[src/rtl/imu_bc_pkg.sv]
package imu_bc_pkg;

    localparam int SAMPLE_W  = 16;
    localparam int ACC_W     = 24;
    localparam int CNT_W     = 12;
    localparam int CAL_SUM_W = 28;

    // shared divider: widest dividend is a calibration sum, widest divisor is 4096
    localparam int DIV_DW = 28;
    localparam int DIV_VW = 13;

    localparam int G_W    = 21;
    localparam int DIFF_W = SAMPLE_W + 1;
    localparam int PROD_W = DIFF_W + G_W;

    localparam logic signed [SAMPLE_W:0] ONE_G_Q12 = 17'sd4096;
    localparam logic signed [G_W-1:0]    G_Q16     = 21'sd642908;
    localparam logic [DIV_VW-1:0]        CAL_WRAP_N = 13'd4096;

    localparam int CFG_IDX_W = 1;
    localparam int CFG_DW    = 12;
    localparam logic [CFG_IDX_W-1:0] REG_CAL_ENABLE = 1'd0;
    localparam logic [CFG_IDX_W-1:0] REG_CAL_COUNT  = 1'd1;

    localparam logic [11:0] CAL_COUNT_RESET = 12'd500;

    typedef logic signed [SAMPLE_W-1:0] sample_t;
    typedef logic signed [ACC_W-1:0]    acc_t;

endpackage

[src/rtl/imu_bc_div.sv]
module imu_bc_div
    import imu_bc_pkg::*;
(
    input  logic                     aclk,
    input  logic                     aresetn,
    input  logic                     start,
    input  logic signed [DIV_DW-1:0] dividend,
    input  logic [DIV_VW-1:0]        divisor,
    output logic                     done,
    output logic signed [DIV_DW-1:0] quotient
);

    localparam int STEP_W = $clog2(DIV_DW + 1);

    logic              run_reg;
    logic              done_reg;
    logic [STEP_W-1:0] cnt_reg;
    logic              neg_reg;
    logic [DIV_DW-1:0] mag_reg;
    logic [DIV_VW-1:0] rem_reg;
    logic [DIV_VW-1:0] dsr_reg;

    logic [DIV_VW:0] rem_sh;
    logic [DIV_VW:0] rem_dif;
    logic            ge;

    // one restoring step a cycle on magnitudes; sign applied at the end
    assign rem_sh  = {rem_reg, mag_reg[DIV_DW-1]};
    assign ge      = rem_sh >= {1'b0, dsr_reg};
    assign rem_dif = rem_sh - {1'b0, dsr_reg};

    always_ff @(posedge aclk) begin
        if (!aresetn) begin
            run_reg  <= 1'b0;
            done_reg <= 1'b0;
            cnt_reg  <= '0;
        end else begin
            done_reg <= 1'b0;
            if (start) begin
                run_reg <= 1'b1;
                cnt_reg <= STEP_W'(DIV_DW);
            end else if (run_reg) begin
                cnt_reg <= cnt_reg - 1'b1;
                if (cnt_reg == STEP_W'(1)) begin
                    run_reg  <= 1'b0;
                    done_reg <= 1'b1;
                end
            end
        end
    end

    always_ff @(posedge aclk) begin
        if (start) begin
            neg_reg <= dividend[DIV_DW-1];
            mag_reg <= dividend[DIV_DW-1] ? (~dividend + 1'b1) : dividend;
            rem_reg <= '0;
            dsr_reg <= divisor;
        end else if (run_reg) begin
            mag_reg <= {mag_reg[DIV_DW-2:0], ge};
            rem_reg <= ge ? rem_dif[DIV_VW-1:0] : rem_sh[DIV_VW-1:0];
        end
    end

    assign done     = done_reg;
    assign quotient = neg_reg ? -$signed(mag_reg) : $signed(mag_reg);

endmodule

[src/rtl/imu_bias_calibrate_moving_average.sv]
// Calibrating word: s_ready returns after the accumulate state; the word that completes
// calibration holds s_ready low through three shared divisions (the x, y, z offsets).
// Filtered word: m_valid rises after window read/update, six divisions in the shared
// divider, three multiply/scale steps and the output load. A new word is taken only
// once the last is done: s_ready is high only while idle, and a result still held in the
// output register delays the next load. aresetn (synchronous, active low) clears control,
// configuration, calibration and window-sum state; the window memory is not cleared.
module imu_bias_calibrate_moving_average
    import imu_bc_pkg::*;
#(
    parameter int WINDOW_DEPTH = 10
) (
    input  logic                 aclk,
    input  logic                 aresetn,
    input  logic                 cfg_we,
    input  logic [CFG_IDX_W-1:0] cfg_index,
    input  logic [CFG_DW-1:0]    cfg_wdata,
    input  logic                 s_valid,
    output logic                 s_ready,
    input  sample_t              s_accel_x,
    input  sample_t              s_accel_y,
    input  sample_t              s_accel_z,
    input  sample_t              s_gyro_x,
    input  sample_t              s_gyro_y,
    input  sample_t              s_gyro_z,
    output logic                 m_valid,
    input  logic                 m_ready,
    output acc_t                 m_mean_accel_x_ms2,
    output acc_t                 m_mean_accel_y_ms2,
    output acc_t                 m_mean_accel_z_ms2,
    output sample_t              m_mean_gyro_x,
    output sample_t              m_mean_gyro_y,
    output sample_t              m_mean_gyro_z
);

    localparam int SLOT_W = (WINDOW_DEPTH > 1) ? $clog2(WINDOW_DEPTH) : 1;
    localparam int FILL_W = $clog2(WINDOW_DEPTH + 1);
    localparam int WSUM_W = SAMPLE_W + FILL_W;
    localparam int ROW_W  = 6 * SAMPLE_W;

    localparam logic [3:0] ST_IDLE    = 4'd0;
    localparam logic [3:0] ST_CAL_ACC = 4'd1;
    localparam logic [3:0] ST_DIV_GO  = 4'd2;
    localparam logic [3:0] ST_DIV_WT  = 4'd3;
    localparam logic [3:0] ST_MUL     = 4'd4;
    localparam logic [3:0] ST_SCALE   = 4'd5;
    localparam logic [3:0] ST_FILT_RD = 4'd6;
    localparam logic [3:0] ST_FILT_UP = 4'd7;
    localparam logic [3:0] ST_DONE    = 4'd8;

    logic [3:0] state_reg, state_next;

    // configuration registers
    logic             cal_en_reg;
    logic [CNT_W-1:0] cal_cnt_reg;

    // calibration and window state
    logic                        calibrated_reg;
    logic [CNT_W-1:0]            seen_reg;
    logic signed [CAL_SUM_W-1:0] csum_reg [3];
    sample_t                     off_reg  [3];
    logic signed [WSUM_W-1:0]    wsum_reg [6];
    logic [FILL_W-1:0]           fill_reg;
    logic [SLOT_W-1:0]           slot_reg;

    // per-word working registers
    sample_t                  samp_reg [6];
    logic [2:0]               axis_reg;
    logic                     filt_reg;
    sample_t                  mean_reg;
    logic signed [PROD_W-1:0] prod_reg;
    acc_t                     res_acc_reg  [3];
    sample_t                  res_gyro_reg [3];
    logic                     m_valid_reg;

    // window memory: one row holds all six axes of one word
    logic [ROW_W-1:0] win_mem [WINDOW_DEPTH];
    logic [ROW_W-1:0] rd_row_reg;
    logic             win_we;

    logic signed [DIV_DW-1:0] div_dividend;
    logic [DIV_VW-1:0]        div_divisor;
    logic                     div_done;
    logic signed [DIV_DW-1:0] div_q;

    logic [CNT_W-1:0]         seen_inc;
    logic                     cal_complete;
    logic signed [SAMPLE_W:0] z_off;
    sample_t                  z_off_sat;
    logic signed [DIFF_W-1:0] diff;
    logic signed [PROD_W-1:0] prod_adj;
    logic [1:0]               gyro_idx;
    logic                     win_full;
    logic                     out_free;
    logic                     accept;

    assign accept   = s_valid && s_ready;
    assign s_ready  = (state_reg == ST_IDLE);
    assign win_full = (fill_reg == FILL_W'(WINDOW_DEPTH));
    assign out_free = !m_valid_reg || m_ready;
    assign win_we   = (state_reg == ST_FILT_UP);

    assign seen_inc     = seen_reg + 1'b1;
    assign cal_complete = (seen_inc >= cal_cnt_reg) || (seen_inc == '0);

    // z offset: take off 1 g, clamp to the sample range
    assign z_off     = {div_q[SAMPLE_W-1], div_q[SAMPLE_W-1:0]} - ONE_G_Q12;
    assign z_off_sat = (z_off[SAMPLE_W] != z_off[SAMPLE_W-1])
                     ? {z_off[SAMPLE_W], {(SAMPLE_W-1){~z_off[SAMPLE_W]}}}
                     : z_off[SAMPLE_W-1:0];

    assign diff     = {mean_reg[SAMPLE_W-1], mean_reg}
                    - {off_reg[axis_reg[1:0]][SAMPLE_W-1], off_reg[axis_reg[1:0]]};
    // divide by 65536 toward zero: bias negatives before the shift
    assign prod_adj = prod_reg + (prod_reg[PROD_W-1] ? PROD_W'(65535) : PROD_W'(0));

    // gyro axes 3..5 land in result slots 0..2
    assign gyro_idx = axis_reg[1:0] + 2'd1;

    // operand select for the shared divider
    always_comb begin
        if (filt_reg) begin
            div_dividend = {{(DIV_DW-WSUM_W){wsum_reg[axis_reg][WSUM_W-1]}},
                            wsum_reg[axis_reg]};
            div_divisor  = {{(DIV_VW-FILL_W){1'b0}}, fill_reg};
        end else begin
            div_dividend = csum_reg[axis_reg[1:0]];
            div_divisor  = (seen_reg == '0) ? CAL_WRAP_N : {1'b0, seen_reg};
        end
    end

    imu_bc_div u_div (
        .aclk     (aclk),
        .aresetn  (aresetn),
        .start    (state_reg == ST_DIV_GO),
        .dividend (div_dividend),
        .divisor  (div_divisor),
        .done     (div_done),
        .quotient (div_q)
    );

    // sequencer
    always_comb begin
        state_next = state_reg;
        unique case (state_reg)
            ST_IDLE: begin
                if (accept) begin
                    if (!calibrated_reg && cal_en_reg) begin
                        state_next = ST_CAL_ACC;
                    end else begin
                        state_next = ST_FILT_RD;
                    end
                end
            end
            ST_CAL_ACC: begin
                state_next = cal_complete ? ST_DIV_GO : ST_IDLE;
            end
            ST_DIV_GO: begin
                state_next = ST_DIV_WT;
            end
            ST_DIV_WT: begin
                if (div_done) begin
                    if (!filt_reg) begin
                        state_next = (axis_reg == 3'd2) ? ST_IDLE : ST_DIV_GO;
                    end else if (axis_reg < 3'd3) begin
                        state_next = ST_MUL;
                    end else begin
                        state_next = (axis_reg == 3'd5) ? ST_DONE : ST_DIV_GO;
                    end
                end
            end
            ST_MUL: begin
                state_next = ST_SCALE;
            end
            ST_SCALE: begin
                state_next = ST_DIV_GO;
            end
            ST_FILT_RD: begin
                state_next = ST_FILT_UP;
            end
            ST_FILT_UP: begin
                state_next = ST_DIV_GO;
            end
            ST_DONE: begin
                if (out_free) begin
                    state_next = ST_IDLE;
                end
            end
            default: begin
                state_next = ST_IDLE;
            end
        endcase
    end

    // control and model state
    always_ff @(posedge aclk) begin
        if (!aresetn) begin
            state_reg      <= ST_IDLE;
            cal_en_reg     <= 1'b1;
            cal_cnt_reg    <= CAL_COUNT_RESET;
            calibrated_reg <= 1'b0;
            seen_reg       <= '0;
            fill_reg       <= '0;
            slot_reg       <= '0;
            axis_reg       <= '0;
            filt_reg       <= 1'b0;
            m_valid_reg    <= 1'b0;
            for (int i = 0; i < 3; i++) begin
                csum_reg[i] <= '0;
                off_reg[i]  <= '0;
            end
            for (int i = 0; i < 6; i++) begin
                wsum_reg[i] <= '0;
            end
        end else begin
            state_reg <= state_next;

            if (cfg_we) begin
                unique case (cfg_index)
                    REG_CAL_ENABLE: cal_en_reg  <= cfg_wdata[0];
                    REG_CAL_COUNT:  cal_cnt_reg <= cfg_wdata[CNT_W-1:0];
                    default: ;
                endcase
            end

            // load a new result word or drop the one just taken
            if (state_reg == ST_DONE && out_free) begin
                m_valid_reg <= 1'b1;
            end else if (m_ready) begin
                m_valid_reg <= 1'b0;
            end

            unique case (state_reg)
                ST_IDLE: begin
                    axis_reg <= '0;
                    if (accept) begin
                        filt_reg <= calibrated_reg || !cal_en_reg;
                        // enable dropped before completion: discard partial sums
                        if (!calibrated_reg && !cal_en_reg) begin
                            calibrated_reg <= 1'b1;
                            seen_reg       <= '0;
                            for (int i = 0; i < 3; i++) begin
                                csum_reg[i] <= '0;
                                off_reg[i]  <= '0;
                            end
                        end
                    end
                end
                ST_CAL_ACC: begin
                    seen_reg <= seen_inc;
                    for (int i = 0; i < 3; i++) begin
                        csum_reg[i] <= csum_reg[i] + CAL_SUM_W'(samp_reg[i]);
                    end
                end
                ST_DIV_WT: begin
                    if (div_done) begin
                        if (!filt_reg) begin
                            off_reg[axis_reg[1:0]] <= (axis_reg == 3'd2)
                                                    ? z_off_sat : div_q[SAMPLE_W-1:0];
                            axis_reg <= axis_reg + 1'b1;
                            if (axis_reg == 3'd2) begin
                                calibrated_reg <= 1'b1;
                            end
                        end else if (axis_reg >= 3'd3) begin
                            axis_reg <= axis_reg + 1'b1;
                        end
                    end
                end
                ST_SCALE: begin
                    axis_reg <= axis_reg + 1'b1;
                end
                ST_FILT_UP: begin
                    for (int i = 0; i < 6; i++) begin
                        wsum_reg[i] <= wsum_reg[i] + WSUM_W'(samp_reg[i])
                                     - (win_full ? WSUM_W'($signed(
                                         rd_row_reg[i*SAMPLE_W +: SAMPLE_W])) : WSUM_W'(0));
                    end
                    if (!win_full) begin
                        fill_reg <= fill_reg + 1'b1;
                    end
                    slot_reg <= (slot_reg == SLOT_W'(WINDOW_DEPTH - 1))
                              ? '0 : slot_reg + 1'b1;
                end
                default: ;
            endcase
        end
    end

    // window memory: registered read of the slot about to be overwritten
    always_ff @(posedge aclk) begin
        if (win_we) begin
            win_mem[slot_reg] <= {samp_reg[5], samp_reg[4], samp_reg[3],
                                  samp_reg[2], samp_reg[1], samp_reg[0]};
        end
        rd_row_reg <= win_mem[slot_reg];
    end

    // payload registers
    always_ff @(posedge aclk) begin
        if (accept) begin
            samp_reg[0] <= s_accel_x;
            samp_reg[1] <= s_accel_y;
            samp_reg[2] <= s_accel_z;
            samp_reg[3] <= s_gyro_x;
            samp_reg[4] <= s_gyro_y;
            samp_reg[5] <= s_gyro_z;
        end
        if (state_reg == ST_DIV_WT && div_done && filt_reg) begin
            if (axis_reg < 3'd3) begin
                mean_reg <= div_q[SAMPLE_W-1:0];
            end else begin
                res_gyro_reg[gyro_idx] <= div_q[SAMPLE_W-1:0];
            end
        end
        if (state_reg == ST_MUL) begin
            prod_reg <= diff * G_Q16;
        end
        if (state_reg == ST_SCALE) begin
            // scaled value always fits; sign-extend the shifted product
            res_acc_reg[axis_reg[1:0]] <= ACC_W'($signed(prod_adj[PROD_W-1:16]));
        end
        if (state_reg == ST_DONE && out_free) begin
            m_mean_accel_x_ms2 <= res_acc_reg[0];
            m_mean_accel_y_ms2 <= res_acc_reg[1];
            m_mean_accel_z_ms2 <= res_acc_reg[2];
            m_mean_gyro_x      <= res_gyro_reg[0];
            m_mean_gyro_y      <= res_gyro_reg[1];
            m_mean_gyro_z      <= res_gyro_reg[2];
        end
    end

    assign m_valid = m_valid_reg;

endmodule

[config.mk]
export PLATFORM = sky130hd
export DESIGN_NAME = imu_bias_calibrate_moving_average
export DESIGN_NICKNAME = d
export VERILOG_FILES = /design/src/rtl/imu_bc_pkg.sv /design/src/rtl/imu_bc_div.sv /design/src/rtl/imu_bias_calibrate_moving_average.sv
export SDC_FILE = /design/constraint.sdc
export NUM_CORES = 2
export LEC_CHECK = 0
export BUFFER_PORTS_ARGS = -buffer_cell sky130_fd_sc_hd__buf_2
export CORE_MARGIN = 5
export CORE_UTILIZATION = 57
export DETAILED_ROUTE_END_ITERATION = 12
export PLACE_DENSITY = 0.77
export SYNTH_ARGS = -nofsm -noshare
export SYNTH_HDL_FRONTEND = slang
export SYNTH_SLANG_ARGS = --single-unit
[constraint.sdc]
create_clock -name aclk -period 11.7 [get_ports aclk]
set_input_delay 3.51 -clock aclk [delete_from_list [all_inputs] [get_ports aclk]]
set_output_delay 3.51 -clock aclk [all_outputs]
set_load 0.05 [all_outputs]
Yosys cells after proc, flatten, opt, wreduce, memory -nomap -nowiden:

Memories as Yosys holds them, arrays and structs flattened. A register that Yosys moved wholly into a read port is not among the register bits.
Index checks and enable logic that the tools add are counted.

* register bits after elaboration: 157
* memory bits (writable): 1428
* output and inout port bits: 122
* input bits: 114
* word-level logic and storage cells: 235
* memories: 7

Memory list
* win_mem: words 10, bits a word 96, rd ports 1, clocked after memory_dff 1, wr ports 1, line imu_bias_calibrate_moving_average.sv:77 `logic [ROW_W-1:0] win_mem [WINDOW_DEPTH];`
* wsum_reg: words 6, bits a word 20, rd ports 7, clocked after memory_dff 1, wr ports 6, line imu_bias_calibrate_moving_average.sv:62 `logic signed [WSUM_W-1:0] wsum_reg [6];`
* samp_reg: words 6, bits a word 16, rd ports 6, clocked after memory_dff 0, wr ports 6, line imu_bias_calibrate_moving_average.sv:67 `sample_t samp_reg [6];`
* csum_reg: words 3, bits a word 28, rd ports 4, clocked after memory_dff 1, wr ports 3, line imu_bias_calibrate_moving_average.sv:60 `logic signed [CAL_SUM_W-1:0] csum_reg [3];`
* res_acc_reg: words 3, bits a word 24, rd ports 3, clocked after memory_dff 3, wr ports 1, line imu_bias_calibrate_moving_average.sv:72 `acc_t res_acc_reg [3];`
* off_reg: words 3, bits a word 16, rd ports 1, clocked after memory_dff 1, wr ports 3, line imu_bias_calibrate_moving_average.sv:61 `sample_t off_reg [3];`
* +1 memories

* muxes and demuxes: 98
* add/sub/neg operators: 27
* bitwise gates (word level): 21
* reduce and logical (&&, ||, !) cells: 34
* $mul: 1
* equal/unequal tests: 21
* magnitude comparators: 4

Operators with widths (number)
* $mux W28: 10
* $mux W20: 12
* $mux W16: 8
* $add A20 B16 Y20: 6
* $sub A20 B20 Y20: 6
* $add A28 B16 Y28: 3
* $add A38 B17 Y38: 1
* $mux W1: 37
* $mul A17 B19 Y36 const B: 1
* $mux W4: 8
* $pmux W4 S8: 1
* $add A28 B1 Y28 const B: 1
* $not A28 Y28: 1
* $mux W13: 2
* $logic_not A12 Y1: 2
* $mux W12: 2
* $pmux W12 S2: 1
* $mux W3: 6
* $sub A16 B14 Y17 const B: 1
* $sub A16 B16 Y17: 1
* $eq A4 B3 Y1 const B: 4
* $neg A16 Y16: 1
* $reduce_or A16 Y1: 1
* $or A1 B1 Y1: 15
* 36 further kinds: 75

Depth between registers and ports, before layout:

* depth after elaboration: 9
* gate-level depth with buffers: 40
* mapped depth without buffers: 33

Hierarchy:

Synthesis repeated with hierarchy kept, for this count alone.

* cell total of the unflattened synthesis: 6428
* area, all modules: 88643.8 um^2

By module, submodules not included
* imu_bias_calibrate_moving_average: sequential area each 51008.9 um^2, area each 84348.4 um^2, times used 1, cells each 5961
* imu_bc_div: sequential area each 1661.6 um^2, area each 4295.4 um^2, times used 1, cells each 467

Worst setup path before layout:

Ideal clock, no wire load.

* path kind: reg-to-reg
* start point: register state_reg[0]
* end point: memory win_mem[2][0] (netlist name) (enable)
* cell stages (with the launch flop): 7
* period minus slack after synthesis: 11060 ps
* required time: 10914 ps
* path buffers: 1
* library setup time: 786 ps
* arrival time: 10274 ps
* setup slack: 640 ps
* cell sequence: dfxtp_1 > inv_1 > nor2_1 > and3_1 > clkbuf_1 > nand2_1 > nor4_1

* word-level cells in the longest chain between the ends: 3

Ends and longest elaborated chain
* start: declaration: line imu_bias_calibrate_moving_average.sv:51 `logic [3:0] state_reg, state_next;`
* start signal: assignment: line imu_bias_calibrate_moving_average.sv:216 `state_reg <= state_next;`
* $eq A4 B3 Y1: line imu_bias_calibrate_moving_average.sv:101 `assign win_we = (state_reg == ST_FILT_UP);`
* $mux W1: line imu_bias_calibrate_moving_average.sv:291 `if (win_we) begin`
* $mux W1 (not written as such): line imu_bias_calibrate_moving_average.sv:292 `win_mem[slot_reg] <= {samp_reg[5], samp_reg[4], samp_reg[3],`
* end: declaration: line imu_bias_calibrate_moving_average.sv:77

No other way between the ends.

==> results.md <==
- Run status: completed
- Kind of end point of the critical path: register
- Req. time, crit path: 12.30 ns
- Width of the chip: 405 microns
- Peak supply drop: 578 uV
- Maximum count of clock buffers along a single path: 3
- Count of clock tree sinks: 1808
- TritonCTS Buffers: 176
- Highest cell delay on the worst timing path: 0.64 ns
- Iteration-0 DRC count of the detailed router: 4789
- Clock insertion delay at the later pin of the skew report: 0.84 ns
- Number of standard cells in the layout, taps in and fillers out: 8945
- Number of max-cap violations: 0
- DR WL/cell: 23.1 microns
- Standby leakage power: 36.9 nW
- Top achievable clock speed: 0.106 GHz
- Total grt overflow: 0
- Post-synth ARST share: 0%
- Fraction of synthesized cell area taken by the top area cell type: 55.6%
- Sum of negative setup slack: 0 ns
- Antenna violations before repair: 7
- Fillers: 11180
- Type of the most critical hold path: register to register
- TritonCTS clock tree: built
- Final routed wirelength across all metal layers: 207000 microns
- Starting Density: 57.1%
- RSZ-0062 raised after global routing: no
- Most area-consuming cells after synthesis: sky130_fd_sc_hd__edfxtp_1 56%, sky130_fd_sc_hd__ha_1 5.9%, sky130_fd_sc_hd__mux4_2 5.5%
- Post-synthesis cell count: 6454
- Register clock-pin slew on the reported worst setup and hold paths: 0.06 ns
- Antenna violation net count after detailed routing: 0
- Detail-routed via count per cell: 5.94
- Post-route clock skew: 0.0558 ns
- Area of the multi-input gates: 32500 sq um
- Final Critical Period: 9.44 ns
- Footprint of the flip-flops and latches: 52700 sq um
- Highest fanout seen on the critical path: 43
- Start-to-end type of the worst setup path: register to register
- Master cell of the clock root buffer: sky130_fd_sc_hd__clkbuf_16
- Crit path arrival time: 10.04 ns
- Synth cell count leaders: 1646 x sky130_fd_sc_hd__edfxtp_1, 768 x sky130_fd_sc_hd__inv_1, 422 x sky130_fd_sc_hd__ha_1
- Flip-flop cell with the highest count after synthesis: sky130_fd_sc_hd__edfxtp_1
- Max reg flops: 960
- Most frequently used cell type in the post-synthesis netlist: sky130_fd_sc_hd__edfxtp_1
- Std-Cell Rows: 145
- Number of flops mapped to enable cells by yosys: 1646
- Global-route wire length before repair: 316000 microns
- Number of hold-repair buffers added at the cts stage: 0
- # placed instances: 8614
- Final-report setup violation count: 0
- IO buf count: 235
- Half-perimeter wire length after detailed placement: 138000 microns
- Distinct cells, synth: 88
- Area of the placeable core: 156000 sq um
- Final Max Slew Viols: 0
- Full die area: 164000 sq um
- Mapped Nets: 7226
- Fraction of layout cells with a size suffix above 1: 13.1%
- Final net count: 7506
- Most frequent CP cell: sky130_fd_sc_hd__inv_1
- Fraction of the yosys area taken by sequential cells: 59.3%
- Die extent in y: 405 microns
- Final cycle utilization of the critical path: 80.7%
- Boundary Pins: 236
- # DRC: 0
- Post-CTS repair timing setup buffer count: 0
- Worst Max-Slew Pin Slew: 1.37 ns
- Pin count of the biggest net entering global routing: 146
- Worst hold slack after final layout: 0.413 ns
- Post-CTS Resized: 0
- Hold violation total from the final report: 0
- Critical Path Slowest Stage Cell: sky130_fd_sc_hd__buf_4
- Via total after detailed routing: 53162
- Avg Cell Area, Syn: 13.8 sq um
- Critical path launch point type: register
- Placer congestion estimate: 0.940
- Vias in the first global route: 53670
- Area added between synthesis and finish: 10.8%
- Power per unit of standard cell area: 252 nW/um^2
- Yosys Warn Count: 0
- Biggest area consumer among synthesized cells: sky130_fd_sc_hd__edfxtp_1
- FF+latch count, synth: 1808
- Maximum level of the CTS H-tree: 4
- Post-synthesis cell area: 88900 sq um
- Drt first pass iters: 7
- Overall global routing resource usage: 25.2%
- Worst max-slew margin expressed relative to the limit: 8.88%
[cell usage in the layout (no fill, tap or decap), types with 195 or more instances in the layout]
master / count
sky130_fd_sc_hd__mux4_2: 218
sky130_fd_sc_hd__edfxtp_1: 1646
sky130_fd_sc_hd__xnor2_1: 195
sky130_fd_sc_hd__nor2_1: 325
sky130_fd_sc_hd__fa_1: 236
sky130_fd_sc_hd__inv_1: 766
sky130_fd_sc_hd__a21oi_1: 285
sky130_fd_sc_hd__nand2_1: 247
sky130_fd_sc_hd__buf_2: 235
sky130_fd_sc_hd__ha_1: 422
[metal layers]
layer	GRT usage, %	routed length, microns
met5	0	30
met4	9.56	8400
met3	4.51	15600
met2	41.8	99600
met1	33.6	82900
[worst max-delay path: cells and delay by family (launching register included)]
kind	cells	cell delay (ns)
AOI/OAI and AO/OA	14	3.53
buffers and inverters	7	1.15
muxes	1	0.63
DFF	1	0.55
adders and majority gates	8	3.24
and+or+nand+nor	1	0.09
[cell type report]
cell class	count	share of cell area, %
well taps	2058	2.61
flip-flops and latches	1808	53.5
multi-input cells	3658	33.0
repair buffers	319	1.87
inverters	771	2.94
diodes	2	0.00508
clock buffers	228	4.84
clock inverters	101	1.27
[report_power, final]
part / switching (mW) / internal, mW / leakage (nW)
clock network: 2.53 / 3.30 / 2.91
registers: 0.362 / 8.02 / 16.6
logic: 6.18 / 4.45 / 17.5
[stage by stage]
stage / instance area [sq um] / setup slack [ns] / util (%) / power [mW]
2_1_floorplan: 88900 / 0.640 / - / 16.5
3_3_place_gp: 92500 / 2.49 / 59.4 / 18.7
3_5_place_dp: 92500 / 2.35 / 59.4 / 19.0
4_1_cts: 98500 / 2.30 / 63.3 / 24.9
5_1_grt: 98500 / 1.62 / 63.3 / 26.5
6_report: 98500 / 2.26 / 63.3 / 24.8
[kinds of logic after synthesis]
logic type / share of synthesized area [%]
compound gates: 7.54
buf+inv: 4.31
fa+ha+maj: 11.3
xor+xnor: 2.74
simple gates: 7.27
mux: 7.62
flops: 59.3
[worst paths after layout]
path / slack (ns) / cells after the start / end / from
worst max-delay path: 2.26 / 31 / prod_reg[36]$_DFFE_PP_ / register
worst min-delay path: 0.41 / 0 / m_mean_gyro_z[12]$_DFFE_PP_ / res_gyro_reg[2][12]$_DFFE_PP_
worst max register to register: 2.26 / 31 / prod_reg[36]$_DFFE_PP_ / register
worst min register to register: 0.41 / 0 / m_mean_gyro_z[12]$_DFFE_PP_ / res_gyro_reg[2][12]$_DFFE_PP_
No activity file was read; power rests on OpenSTA's default activity.
